File: config.mk
export PLATFORM = sky130hd
export DESIGN_NAME = rpu_front
export DESIGN_NICKNAME = d
export VERILOG_FILES = /design/src/rtl/assert_macros.svh /design/src/rtl/rpu_pkg.sv /design/src/rtl/rpu_front.sv
export SDC_FILE = /design/constraint.sdc
export NUM_CORES = 1
export LEC_CHECK = 0
export BUFFER_PORTS_ARGS = -buffer_cell sky130_fd_sc_hd__clkbuf_2
export CORE_ASPECT_RATIO = 1.4
export CORE_UTILIZATION = 30
export CTS_BUF_LIST = sky130_fd_sc_hd__clkbuf_2 sky130_fd_sc_hd__clkbuf_4 sky130_fd_sc_hd__clkbuf_8
export CTS_CLUSTER_DIAMETER = 100
export DETAILED_ROUTE_END_ITERATION = 10
export PLACE_DENSITY = 0.48
export SYNTH_ARGS = -nofsm -noshare
export SYNTH_HDL_FRONTEND = slang
export SYNTH_SLANG_ARGS = --single-unit
File: constraint.sdc
create_clock -name i_clk -period 8.85 [get_ports i_clk]
set_input_delay 0.4425 -clock i_clk [delete_from_list [all_inputs] [get_ports i_clk]]
set_output_delay 0.4425 -clock i_clk [all_outputs]
set_load 0.03 [all_outputs]
File: src/rtl/assert_macros.svh
// Assertion macros for the RTL files; included by rpu_back.
`ifndef ASSERT_MACROS_SVH
`define ASSERT_MACROS_SVH

// Implication checked on every rising clock edge, disabled during reset.
`define ASSERT_IMP(label, clk, rst_n, ante, cons, msg) \
    label: assert property (@(posedge clk) disable iff (!rst_n) (ante) |-> (cons)) \
        else $error(msg);

// Implication whose consequent is checked in the cycle after the antecedent, disabled during reset.
`define ASSERT_NEXT(label, clk, rst_n, ante, cons, msg) \
    label: assert property (@(posedge clk) disable iff (!rst_n) (ante) |=> (cons)) \
        else $error(msg);

`endif

File: src/rtl/rpu_pkg.sv
// Shared types and constants for the reaction propensity update core.
package rpu_pkg;

    localparam logic [1:0] OP_WRITE = 2'd0;
    localparam logic [1:0] OP_RATE  = 2'd1;
    localparam logic [1:0] OP_APPLY = 2'd2;

    localparam logic REG_RATE_CONSTANT   = 1'b0;
    localparam logic REG_REACTION_ACTIVE = 1'b1;

    localparam int CNT_W   = 32;
    localparam int RC_W    = 48;
    localparam int RATE_W  = 64;
    localparam int ORDER_W = 3;
    localparam int DELTA_W = 6;

    // One request as it sits in the queue between front and back.
    typedef struct packed {
        logic [1:0]         op;
        logic [4:0]         slot;
        logic [CNT_W-1:0]   count;
        logic [ORDER_W-1:0] order;
        logic [DELTA_W-1:0] delta;
        logic               clamped;
    } t_req;

endpackage

File: src/rtl/rpu_front.sv
// Front end: accepts requests and queues them toward the back end.
module rpu_front #(
    parameter int DEPTH = 2
) (
    input  logic          i_clk,
    input  logic          i_rst_n,
    input  logic          i_valid,
    output logic          o_stall,
    input  rpu_pkg::t_req i_req,
    output logic          o_q_valid,
    input  logic          i_q_pop,
    output rpu_pkg::t_req o_q_req
);
    localparam int PW = (DEPTH > 1) ? $clog2(DEPTH) : 1;

    rpu_pkg::t_req r_mem [DEPTH];
    logic [PW-1:0] r_wp, r_rp;
    logic [PW:0]   r_cnt;
    logic          push, pop;

    assign o_stall   = (r_cnt == (PW+1)'(DEPTH));
    assign o_q_valid = (r_cnt != '0);
    assign o_q_req   = r_mem[r_rp];
    assign push      = i_valid && !o_stall;
    assign pop       = i_q_pop && o_q_valid;

    always_ff @(posedge i_clk) begin
        if (!i_rst_n) begin
            r_wp  <= '0;
            r_rp  <= '0;
            r_cnt <= '0;
        end else begin
            if (push) begin
                r_wp <= (r_wp == PW'(DEPTH-1)) ? '0 : r_wp + 1'b1;
            end
            if (pop) begin
                r_rp <= (r_rp == PW'(DEPTH-1)) ? '0 : r_rp + 1'b1;
            end
            r_cnt <= r_cnt + (PW+1)'(push) - (PW+1)'(pop);
        end
    end

    always_ff @(posedge i_clk) begin
        if (push) begin
            r_mem[r_wp] <= i_req;
        end
    end
endmodule

After elaboration in Yosys (flattened, before gate mapping)
Memory sizes are Yosys's and may differ from the RTL's. A register that Yosys moved wholly into a read port is not among the register bits.
Index checks and enable logic that the tools add are counted.
{ "classes": {"addsub": 4, "eq_ne": 1, "muxes": 6, "reduce_logical": 4} }
{ "op_table": {"columns": ["operator", "count"], "rows": [
  ["two-way mux 1 bit", 6],
  ["adder 1 bit, second input constant", 2],
  ["adder 2 x 1 -> 2 bit", 1],
  ["equality test 2 bit, second input constant", 1],
  ["logical AND 1 bit", 2],
  ["nonzero test 2 bit", 1],
  ["subtractor 2 x 1 -> 2 bit", 1],
  ["zero test 1 bit", 1]
]} }
{ "totals": {"regBits": 4, "ram_bits": 98, "out_inout_bits": 51, "n_memories": 1} }
{ "mem_list": {"columns": ["name", "words", "word_bits", "rd", "rd_ports_with_merged_regs", "write_ports", "line_no", "text"], "rows": [
  ["r_mem", 2, 49, 1, 1, 1, "rpu_front.sv:16", "rpu_pkg::t_req r_mem [DEPTH];"]
]} }

Depth between registers and ports, before layout
Gate-level depths: netlist (run 1).
{ "depth": {"depth_word": 5, "depth_mapped": 8} }

Worst setup path before layout (run 1)
No wires, ideal clock.
{ "synth_path": {"kind": "reg2reg", "start": "register r_cnt[0]", "end": "memory r_mem[0][0] in the netlist's numbering (enable)", "setup_time_ns": 0.456, "t_arrival_ns": 2.637, "slack_ns": 5.757, "stages_incl_launch_ff": 4, "period_less_slack_ns": 3.093, "cell_sequence": "dfxtp_1 > nand2b_1 > nand2_1 > nor2_1"} }
{ "synth_via": {"elab_chain_cells": 5} }
{ "synth_lines": {"columns": ["item", "line_no", "text"], "rows": [
  ["start: declaration", "rpu_front.sv:18", "logic [PW:0] r_cnt;"],
  ["start signal: assignment", "rpu_front.sv:39", "r_cnt <= r_cnt + (PW+1)'(push) - (PW+1)'(pop);"],
  ["equality test 2 bit", "rpu_front.sv:21", "assign o_stall = (r_cnt == (PW+1)'(DEPTH));"],
  ["zero test 1 bit", "rpu_front.sv:24", "assign push = i_valid && !o_stall;"],
  ["logical AND 1 bit", "rpu_front.sv:24", null],
  ["two-way mux 1 bit", "rpu_front.sv:44", "if (push) begin"],
  ["two-way mux 1 bit (not written as such)", "rpu_front.sv:45", "r_mem[r_wp] <= i_req;"],
  ["end: declaration", "rpu_front.sv:16", null]
]} }
Every way passes these cells.

==> results of run 1 <==
flip-flops by register name, indices dropped and copies added, names as in the netlist, named ones only:
name	flops
r_cnt	2
r_wp	1
r_mem	98
r_rp	1
power by group:
part | leakage [nW] | switching (mW) | internal [mW] | total [mW]
clock | 0.0906 | 0.148 | 0.130 | 0.278
sequential | 0.957 | 0.0388 | 0.629 | 0.668
combinational | 0.747 | 0.307 | 0.175 | 0.482
total | 1.79 | 0.494 | 0.934 | 1.43
routing by layer:
metal	vias to the layer above	part of all wire	routed length, um	GRT usage
li1	912	-	-	-
met1	934	0.42	2760	0.113
met2	60	0.50	3330	0.170
met3	9	0.066	441	0.0413
met4	0	0.017	114	0.0515
met5	-	0	0	0
cell families (layout without fill, tap and decap cells):
family | Yosys count | count (layout) | share of synthesized area
XOR/XNOR | 2 | 2 | 0.00459
adder cells (fa/ha/maj) | 2 | 2 | 0.00655
multiplexers | 50 | 50 | 0.157
buffers and inverters | 8 | 124 | 0.0157
AO/OA/AOI/OAI | 1 | 1 | 0.00197
AND/OR/NAND/NOR | 13 | 13 | 0.0170
flip-flops | 103 | 103 | 0.797
worst paths after layout:
path	startpoint	endpoint	slack, ps	cells after the start
worst max-delay path	flip-flop	o_q_req[5]	6230	3
worst min-delay path	i_req[8]	r_mem[0][8]$_DFFE_PP_	270	1
worst min register to register	r_rp$_SDFFE_PN0P_	flip-flop	520	2
worst max register to register	r_cnt[0]$_SDFF_PN0_	r_mem[0][34]$_DFFE_PP_	7130	4
synthesized netlist by cell type:
cell type | count | area share
mux2_4 | 10 | 0.039
inv_1 | 3 | 0.0029
ha_1 | 2 | 0.0066
buf_6 | 1 | 0.0029
mux2i_1 | 1 | 0.0026
mux2_2 | 39 | 0.12
edfxtp_1 | 98 | 0.77
or2_2 | 1 | 0.0016
and2_1 | 2 | 0.0033
dfxtp_1 | 5 | 0.026
and3_1 | 1 | 0.0016
xnor2_1 | 1 | 0.0023
o21a_1 | 1 | 0.0020
xor2_1 | 1 | 0.0023
nor3_1 | 1 | 0.0013
buf_4 | 3 | 0.0059
nand2_1 | 2 | 0.0020
nor2_1 | 4 | 0.0039
nand2b_1 | 2 | 0.0033
buf_8 | 1 | 0.0039
final cells by class:
cell class	count	area, um2
clock buffer	10	131
clock inverter	5	50.0
fill	1184	7690
inverter	3	11.3
multi-input combinational	68	723
sequential	103	3040
tap	150	188
timing repair buffer	106	538
through the flow:
step	cells	hold slack (ps)	setup slack (ps)	total power, mW	cell area, um2
floorplan	179	455	5760	1.05	3820
global placement	430	498	6560	1.17	4500
detailed placement	430	499	6550	1.17	4500
CTS	445	243	6140	1.45	4690
global route	445	232	6050	1.50	4690
finish	445	267	6230	1.43	4690
worst max-delay path: cells and delay by family, from the launching register on:
family | cells | cell delay (ps)
DFF | 1 | 780
muxes | 1 | 380
buffers and inverters | 2 | 640
cell usage in the layout (no fill, tap or decap):
cell,instances
or2_2,1
inv_1,3
xor2_1,1
mux2_4,10
ha_1,2
nor3_1,1
dfxtp_1,4
clkbuf_8,9
nand2b_1,2
edfxtp_1,98
dfxtp_2,1
nor2_1,3
mux2i_1,1
and3_2,1
nor2_4,1
clkinvlp_4,1
clkinv_1,2
clkbuf_4,1
clkbuf_2,103
xnor2_1,1
nand2_1,2
bufinv_16,1
o21a_1,1
buf_4,3
and2_1,2
mux2_2,39
clkinv_2,1
==> flow_summary_export.csv, run 1 <==
group,metric,value,unit
run_status,status,"complete, no violations",
placed_design,hpwl,4.29,mm
yosys,synthDistinctLibCells,20,
floorplanning,dieHeight,135,um
global_routing,antenna_found_initial,0,
cts,cts_buffer_depth,2,
yosys,ys_seq_area_frac,0.797,
sta,setup_viol,0,
global_routing,grt_pass1_vias,1942,
cts,cts_tree,"yes",
sta,period_share,0.296,
power,ir_drop,210,uV
sta,skew,6.69,ps
critical_path,endpoint_kind,"primary output",
cts,root_buffer,"clkbuf_8",
yosys,synth_area_per_cell,21.3,um2
floorplanning,fp-row-count,48,
layout,final_core_util,0.379,
yosys,syn_inst,179,
sta,rsz0062_at_grt,"false",
cts,cts-buffers-inserted,9,
cts,clock-sinks,103,
route,drcViolationCount,0,
sta,min_period,2620,ps
floorplanning,ioPinCount,104,
critical_path,arrival,2180,ps
sta,finalHoldViolCount,0,
critical_path,crit_path_top_delay_cell,"dfxtp_2",
route,drt_wl_total,6.65,mm
route,postRouteAntennaNets,0,
sta,tns,0,ps
critical_path,crit_path_start_kind,"flip-flop",
yosys,syn_area,3820,um2
power,p_leak,1.79,nW
layout,nets,346,
yosys,ys_seq_elements,103,
sta,tightestPinTransition,699,ps
floorplanning,dieArea,13200,um2
floorplanning,start_util,0.309,
job,max_cap_viol_count,0,
route,drtIter0Drc,46,
layout,area_growth,22.7,%
route,wl_per_cell,14.9,um
critical_path,path_max_fanout,26,
sta,fmax,0.382,GHz
critical_path,required,8410,ps
critical_path,worstSetupPathType,"flip-flop to primary output",
cts,clock_latency,360,ps
cts,cts_max_level,3,
cts,cts_resized,0,
floorplanning,core_area,12400,um2
global_routing,grt_max_degree,50,
cts,cts_hold_buf,0,
placed_design,io_buffers,103,
floorplanning,dieWidth,97.3,um
yosys,yosys_warnings,0,
sta,slew_headroom,0.534,
route,dr.pass1.iters,3,
layout,layout-drive-gt1-share,0.583,
global_routing,grt_pass1_wl,9.89,mm
layout,n_antenna_cell,0,
power,powerDensity,305,nW/um2
worst_hold_path,worstHoldPathType,"primary input to flip-flop",
global_routing,grtUsageTotal,0.102,
global_routing,grt-ovfl-total,0,
placed_design,gp_congestion,0.644,
route,num_vias,1915,
critical_path,crit_chain,"buf_4 -> mux2_2 -> clkbuf_2",
yosys,synthesis.nets,234,
cts,post_cts_buffers,0,
cts,cts.reportedPaths.clkPinSlew,90,ps
critical_path,slowest_delay,780,ps
route,via_per_inst,4.30,
sta,slew_viol_final,0,
Note: power is estimated with default switching activity, not from simulation.
==> run 2: changes to the inputs <==
==> constraint.sdc (replaced) <==
create_clock -name i_clk -period 2.5 [get_ports i_clk]
set_input_delay 0.125 -clock i_clk [delete_from_list [all_inputs] [get_ports i_clk]]
set_output_delay 0.125 -clock i_clk [all_outputs]
set_load 0.03 [all_outputs]
==> flow_summary_export.csv, run 2 (synthesized netlist as in run 1, its figures left out) <==
group,metric,value,unit
run_status,status,"complete, no violations",
layout,layout_common_cells,"103 x clkbuf_2, 98 x edfxtp_1, 50 x dlygate4sd3_1",
power,p_leak,2.00,nW
cts,clock_latency,360,ps
route,drtIter0Drc,19,
critical_path,worstSetupPathType,"flip-flop to flip-flop",
sta,finalWorstSetupSlack,698,ps
sta,fmax,0.555,GHz
cts,cts.reportedPaths.clkPinSlew,90,ps
critical_path,crit_path_top_delay_cell,"dfxtp_1",
sta,tightestPinTransition,376,ps
layout,final_common_cell,"clkbuf_2",
critical_path,endpoint_kind,"flip-flop",
sta,rsz0062_at_grt,"false",
placed_design,place_ws,729,ps
critical_path,path_max_fanout,4,
power,p_switching,1.77,mW
floorplanning,ioPinCount,104,
global_routing,antenna_found_initial,0,
route,wl_per_cell,13.9,um
cts,clock-sinks,103,
cts,root_buffer,"clkbuf_8",
critical_path,slowest_delay,370,ps
layout,top_regs,"r_mem: 98 flops, r_cnt: 2 flops",
layout,nets,397,
route,dr.pass1.iters,4,
layout,design_area,5190,um2
route,drcViolationCount,0,
placed_design,placed_area,4540,um2
route,postRouteAntennaNets,0,
cts,cts-buffers-inserted,9,
job,max_cap_viol_count,0,
placed_design,gp_congestion,0.635,
floorplanning,dieHeight,135,um
floorplanning,core_area,12400,um2
critical_path,required,2770,ps
layout,largest_register_ffs,98,
sta,period_share,0.721,
layout,fill_cells,1165,
critical_path,arrival,2070,ps
sta,finalHoldViolCount,0,
route,drt_wl_total,6.89,mm
power,powerDensity,970,nW/um2
layout,area_growth,36.0,%
critical_path,crit_chain,"nand2b_1 -> nand2_1 -> ha_1 -> inv_1 -> ha_1 -> xor2_1 -> and2_1 -> nor3_1",
sta,setup_viol,0,
layout,top_register,"r_mem",
route,num_vias,2109,
worst_hold_path,hold_depth,3,
global_routing,grt_max_degree,50,
layout,n_antenna_cell,0,
cts,cts_resized,0,
placed_design,io_buffers,103,
global_routing,grtUsageTotal,0.110,
power,combPwrFrac,0.374,
power,power_frac_clock,0.170,
route,via_per_inst,4.25,
sta,slew_headroom,0.750,
placed_design,hpwl,4.25,mm
sta,slew_viol_final,0,
power,swShare,0.351,
floorplanning,start_util,0.309,
floorplanning,dieArea,13200,um2
power,p_int,3.26,mW
floorplanning,dieWidth,97.3,um
cts,post_cts_buffers,0,
critical_path,crit_path_start_kind,"flip-flop",
layout,layout-drive-gt1-share,0.497,
power,seqPwrFrac,0.456,
global_routing,grt_pass1_vias,2188,
cts,cts_max_level,3,
critical_path,crit_top_cell,"ha_1",
power,ir_drop,370,uV
global_routing,grt_pass1_wl,10.8,mm
global_routing,grt-ovfl-total,0,
sta,skew,8.14,ps
cts,cts_buffer_depth,2,
cts,cts_tree,"yes",
sta,min_period,1800,ps
critical_path,r2r_cells,8,
worst_hold_path,worstHoldPathType,"primary input to flip-flop",
sta,tns,0,ps
floorplanning,fp-row-count,48,
run 2: power by group through the flow:
stage               clock (mW)  combinational, mW  sequential (mW)
floorplan                    0               1.38             2.33
finish                   0.857               1.88             2.29
global route             0.957               2.03             2.33
global placement             0               1.86             2.32
detailed placement           0               1.87             2.34
CTS                      0.919               1.94             2.30
run 2: worst max-delay path, delay by kind of cell, from the launching register on:
family | cells | cell delay [ps]
xor gates and xnor gates | 1 | 160
and+or+nand+nor | 4 | 640
DFF | 1 | 370
adders and majority gates | 2 | 500
buffers and inverters | 1 | 40
run 2: repair_timing:
item / CTS / global route
hold endpoints to repair: 99 / 0
hold buffers: 50 / 0
endpoints found under the setup margin: 0 / 0
run 2: area by class of cell:
cell class,count,area (um2),area share
Clock buffer,9,124,0.0239
Tap cell,150,188,0.0362
Clock inverter,6,28.8,0.00554
Timing Repair Buffer,157,1070,0.206
Inverter,3,11.3,0.00217
Sequential cell,103,3040,0.587
Multi-Input combinational cell,68,723,0.139
run 2: worst paths after layout:
kind	to	start	slack (ps)
hold / removal	r_wp$_SDFFE_PN0P_	i_valid	160
hold reg to reg	r_wp$_SDFFE_PN0P_	r_wp$_SDFFE_PN0P_	530
setup / recovery	r_cnt[1]$_SDFF_PN0_	r_cnt[0]$_SDFF_PN0_	700
setup reg to reg	r_cnt[1]$_SDFF_PN0_	r_cnt[0]$_SDFF_PN0_	700
run 2: stage by stage:
stage	utilization	std cells	hold slack, ps	power [mW]
2_1_floorplan	-	179	224	3.70
3_3_place_gp	0.367	431	316	4.19
3_5_place_dp	0.367	431	318	4.21
4_1_cts	0.419	496	132	5.15
5_1_grt	0.419	496	191	5.31
6_report	0.419	496	164	5.03
run 2: routing by layer:
| layer | track usage | vias up | part of all wire |
|---|---|---|---|
| met3 | 0.0320 | 11 | 0.053 |
| met4 | 0.0662 | 0 | 0.025 |
| met5 | 0 | - | 0 |
| met2 | 0.181 | 57 | 0.51 |
| li1 | - | 1014 | - |
| met1 | 0.126 | 1027 | 0.41 |
==> run 3: changes to the inputs <==
--- a/config.mk
+++ b/config.mk
@@ -5,6 +5,7 @@
 export SDC_FILE = /design/constraint.sdc
 export NUM_CORES = 1
 export LEC_CHECK = 0
+export ABC_AREA = 1
 export BUFFER_PORTS_ARGS = -buffer_cell sky130_fd_sc_hd__clkbuf_2
 export CORE_ASPECT_RATIO = 1.4
 export CORE_UTILIZATION = 30
==> constraint.sdc (replaced) <==
create_clock -name i_clk -period 1.7 [get_ports i_clk]
set_input_delay 0.085 -clock i_clk [delete_from_list [all_inputs] [get_ports i_clk]]
set_output_delay 0.085 -clock i_clk [all_outputs]
set_load 0.03 [all_outputs]
==> flow_summary_export.csv, run 3 <==
group,metric,value,unit
route,via_per_inst,4.26,
yosys,synth-edff-count,98,
critical_path,crit_path_start_kind,"flip-flop",
critical_path,path_max_fanout,24,
route,drt_wl_total,7.50,mm
yosys,synthDistinctLibCells,13,
layout,nets,411,
global_routing,grtUsageTotal,0.115,
sta,fmax,0.617,GHz
power,p_switching,2.49,mW
cts,cts_max_level,3,
placed_design,gp_congestion,0.642,
cts,cts.reportedPaths.clkPinSlew,100,ps
yosys,synth_area_per_cell,20.2,um2
layout,layout_common_cells,"98 x clkbuf_2, 98 x edfxtp_1, 50 x dlygate4sd3_1",
cts,clock-sinks,103,
sta,setup_viol,0,
power,p_leak,2.09,nW
layout,stdcell_count,511,
floorplanning,fp-row-count,48,
cts,root_buffer,"clkbuf_8",
power,seqPwrFrac,0.430,
layout,top_regs,"r_mem: 98 flops, r_cnt: 2 flops",
floorplanning,dieHeight,136,um
floorplanning,start_util,0.309,
critical_path,arrival,1540,ps
route,drtIter0Drc,81,
global_routing,grt-ovfl-total,0,
sta,tns,0,ps
floorplanning,dieWidth,97.5,um
yosys,ys_top_cells_by_count,"98 x edfxtp_1, 39 x mux2_2, 10 x mux2_4",
cts,cts_tree,"yes",
floorplanning,dieArea,13200,um2
sta,slew_headroom,0.816,
route,num_vias,2179,
layout,n_antenna_cell,0,
power,powerDensity,1430,nW/um2
yosys,synthesis.nets,245,
sta,finalHoldViolCount,0,
power,ir_drop,644,uV
yosys,yosysMostFrequentCell,"edfxtp_1",
route,dr.pass1.iters,4,
yosys,ys_seq_area_frac,0.795,
route,postRouteAntennaNets,0,
layout,layout-drive-gt1-share,0.499,
yosys,ys_seq_elements,103,
sta,skew,11.3,ps
critical_path,endpoint_kind,"primary output",
yosys,synth_top_cells_by_area,"edfxtp_1 77%, mux2_2 11%, mux2_4 3.9%",
yosys,syn_area,3830,um2
critical_path,worstSetupPathType,"flip-flop to primary output",
yosys,netlist.area_leader.share,0.769,
yosys,async_flop_share,0,
global_routing,grt_pass1_vias,2258,
yosys,yosysTopAreaCell,"edfxtp_1",
sta,period_share,0.953,
cts,clock_latency,360,ps
power,power_frac_clock,0.237,
cts,cts-buffers-inserted,9,
layout,largest_register_ffs,98,
route,wl_per_cell,14.7,um
power,p_int,5.24,mW
job,max_cap_viol_count,0,
cts,cts_buffer_depth,2,
placed_design,placedCellCount,443,
sta,min_period,1620,ps
layout,area_growth,40.9,%
yosys,syn_inst,190,
placed_design,io_buffers,103,
layout,fill_cells,1156,
placed_design,hpwl,4.51,mm
sta,tightestPinTransition,277,ps
power,combPwrFrac,0.333,
global_routing,antenna_found_initial,0,
yosys,ys.flop_type,"edfxtp_1",
route,drcViolationCount,0,
power,swShare,0.322,
critical_path,required,1620,ps
worst_hold_path,worstHoldPathType,"primary input to flip-flop",
yosys,yosys_warnings,0,
sta,slew_viol_final,0,
layout,top_register,"r_mem",
floorplanning,ioPinCount,104,
power,p_total,7.74,mW
run_status,status,"complete, no violations",
global_routing,grt_max_degree,31,
global_routing,grt_pass1_wl,11.3,mm
floorplanning,core_area,12400,um2
-- run 3: power groups by stage --
stage,sequential [mW],clock (mW),combinational (mW)
2_1_floorplan,3.35,0,1.76
3_3_place_gp,3.35,0,2.43
3_5_place_dp,3.37,0,2.44
4_1_cts,3.33,1.91,2.59
5_1_grt,3.37,2.01,2.75
6_report,3.33,1.84,2.57
-- run 3: final cells by class --
| cell class | instances | area (um2) | area share |
|---|---|---|---|
| clock buffers | 11 | 145 | 0.0269 |
| multi-input cells | 73 | 716 | 0.133 |
| well taps | 150 | 188 | 0.0348 |
| inverters | 9 | 37.5 | 0.00696 |
| repair buffers | 160 | 1160 | 0.215 |
| clock inverters | 5 | 105 | 0.0195 |
| flip-flops and latches | 103 | 3050 | 0.565 |
-- run 3: kinds of logic (layout without fill, tap and decap cells) --
kind of cell               count (synthesis)  after routing  share of synthesized area
DFF                                      103            103                      0.795
muxes                                     49             49                      0.154
and+or+nand+nor                           20             20                     0.0206
buffers and inverters                     14            185                     0.0216
adders and majority gates                  2              2                    0.00653
AOI/OAI and AO/OA                          2              2                    0.00261
-- run 3: through the flow --
stage               area, um2  worst slack [ps]  hold slack, ps  utilization
detailed placement       4590               189             278        0.371
global placement         4590               246             274        0.371
floorplan                3840             0.958             178            -
CTS                      5370            0.0705            3.89        0.434
global route             5400             -1.62            27.9        0.436
finish                   5400              79.2            23.1        0.436
-- run 3: timing repair --
item / in CTS / in global routing
endpoints found under the hold margin: 103 / 0
hold buffers: 50 / 0
gates resized for setup: 1 / 8
endpoints found under the setup margin: 32 / 28
gates cloned: 1 / 1
buffers inserted: 0 / 0
-- run 3: worst max-delay path: stages, from the launching register on --
cell	delay, ps
dfxtp_4	420
buf_16	220
mux2_2	350
clkbuf_2	180
-- run 3: worst paths after layout --
kind                                     startpoint                   to  slack [ps]  depth (start not counted)
worst max register to register  r_cnt[0]$_SDFF_PN0_  r_cnt[1]$_SDFF_PN0_         170                         10
worst max-delay path                      flip-flop          o_q_req[40]          80                          3
worst min-delay path                        i_q_pop            flip-flop          20                          4
worst min register to register    r_rp$_SDFFE_PN0P_    r_rp$_SDFFE_PN0P_         530                          2
-- run 3: per-layer routing --
| metal | global-route usage | share of wire | vias up |
|---|---|---|---|
| li1 | - | - | 1055 |
| met1 | 0.125 | 0.40 | 1067 |
| met2 | 0.208 | 0.55 | 52 |
| met3 | 0.0341 | 0.038 | 5 |
| met4 | 0.0515 | 0.013 | 0 |
| met5 | 0 | 0 | - |
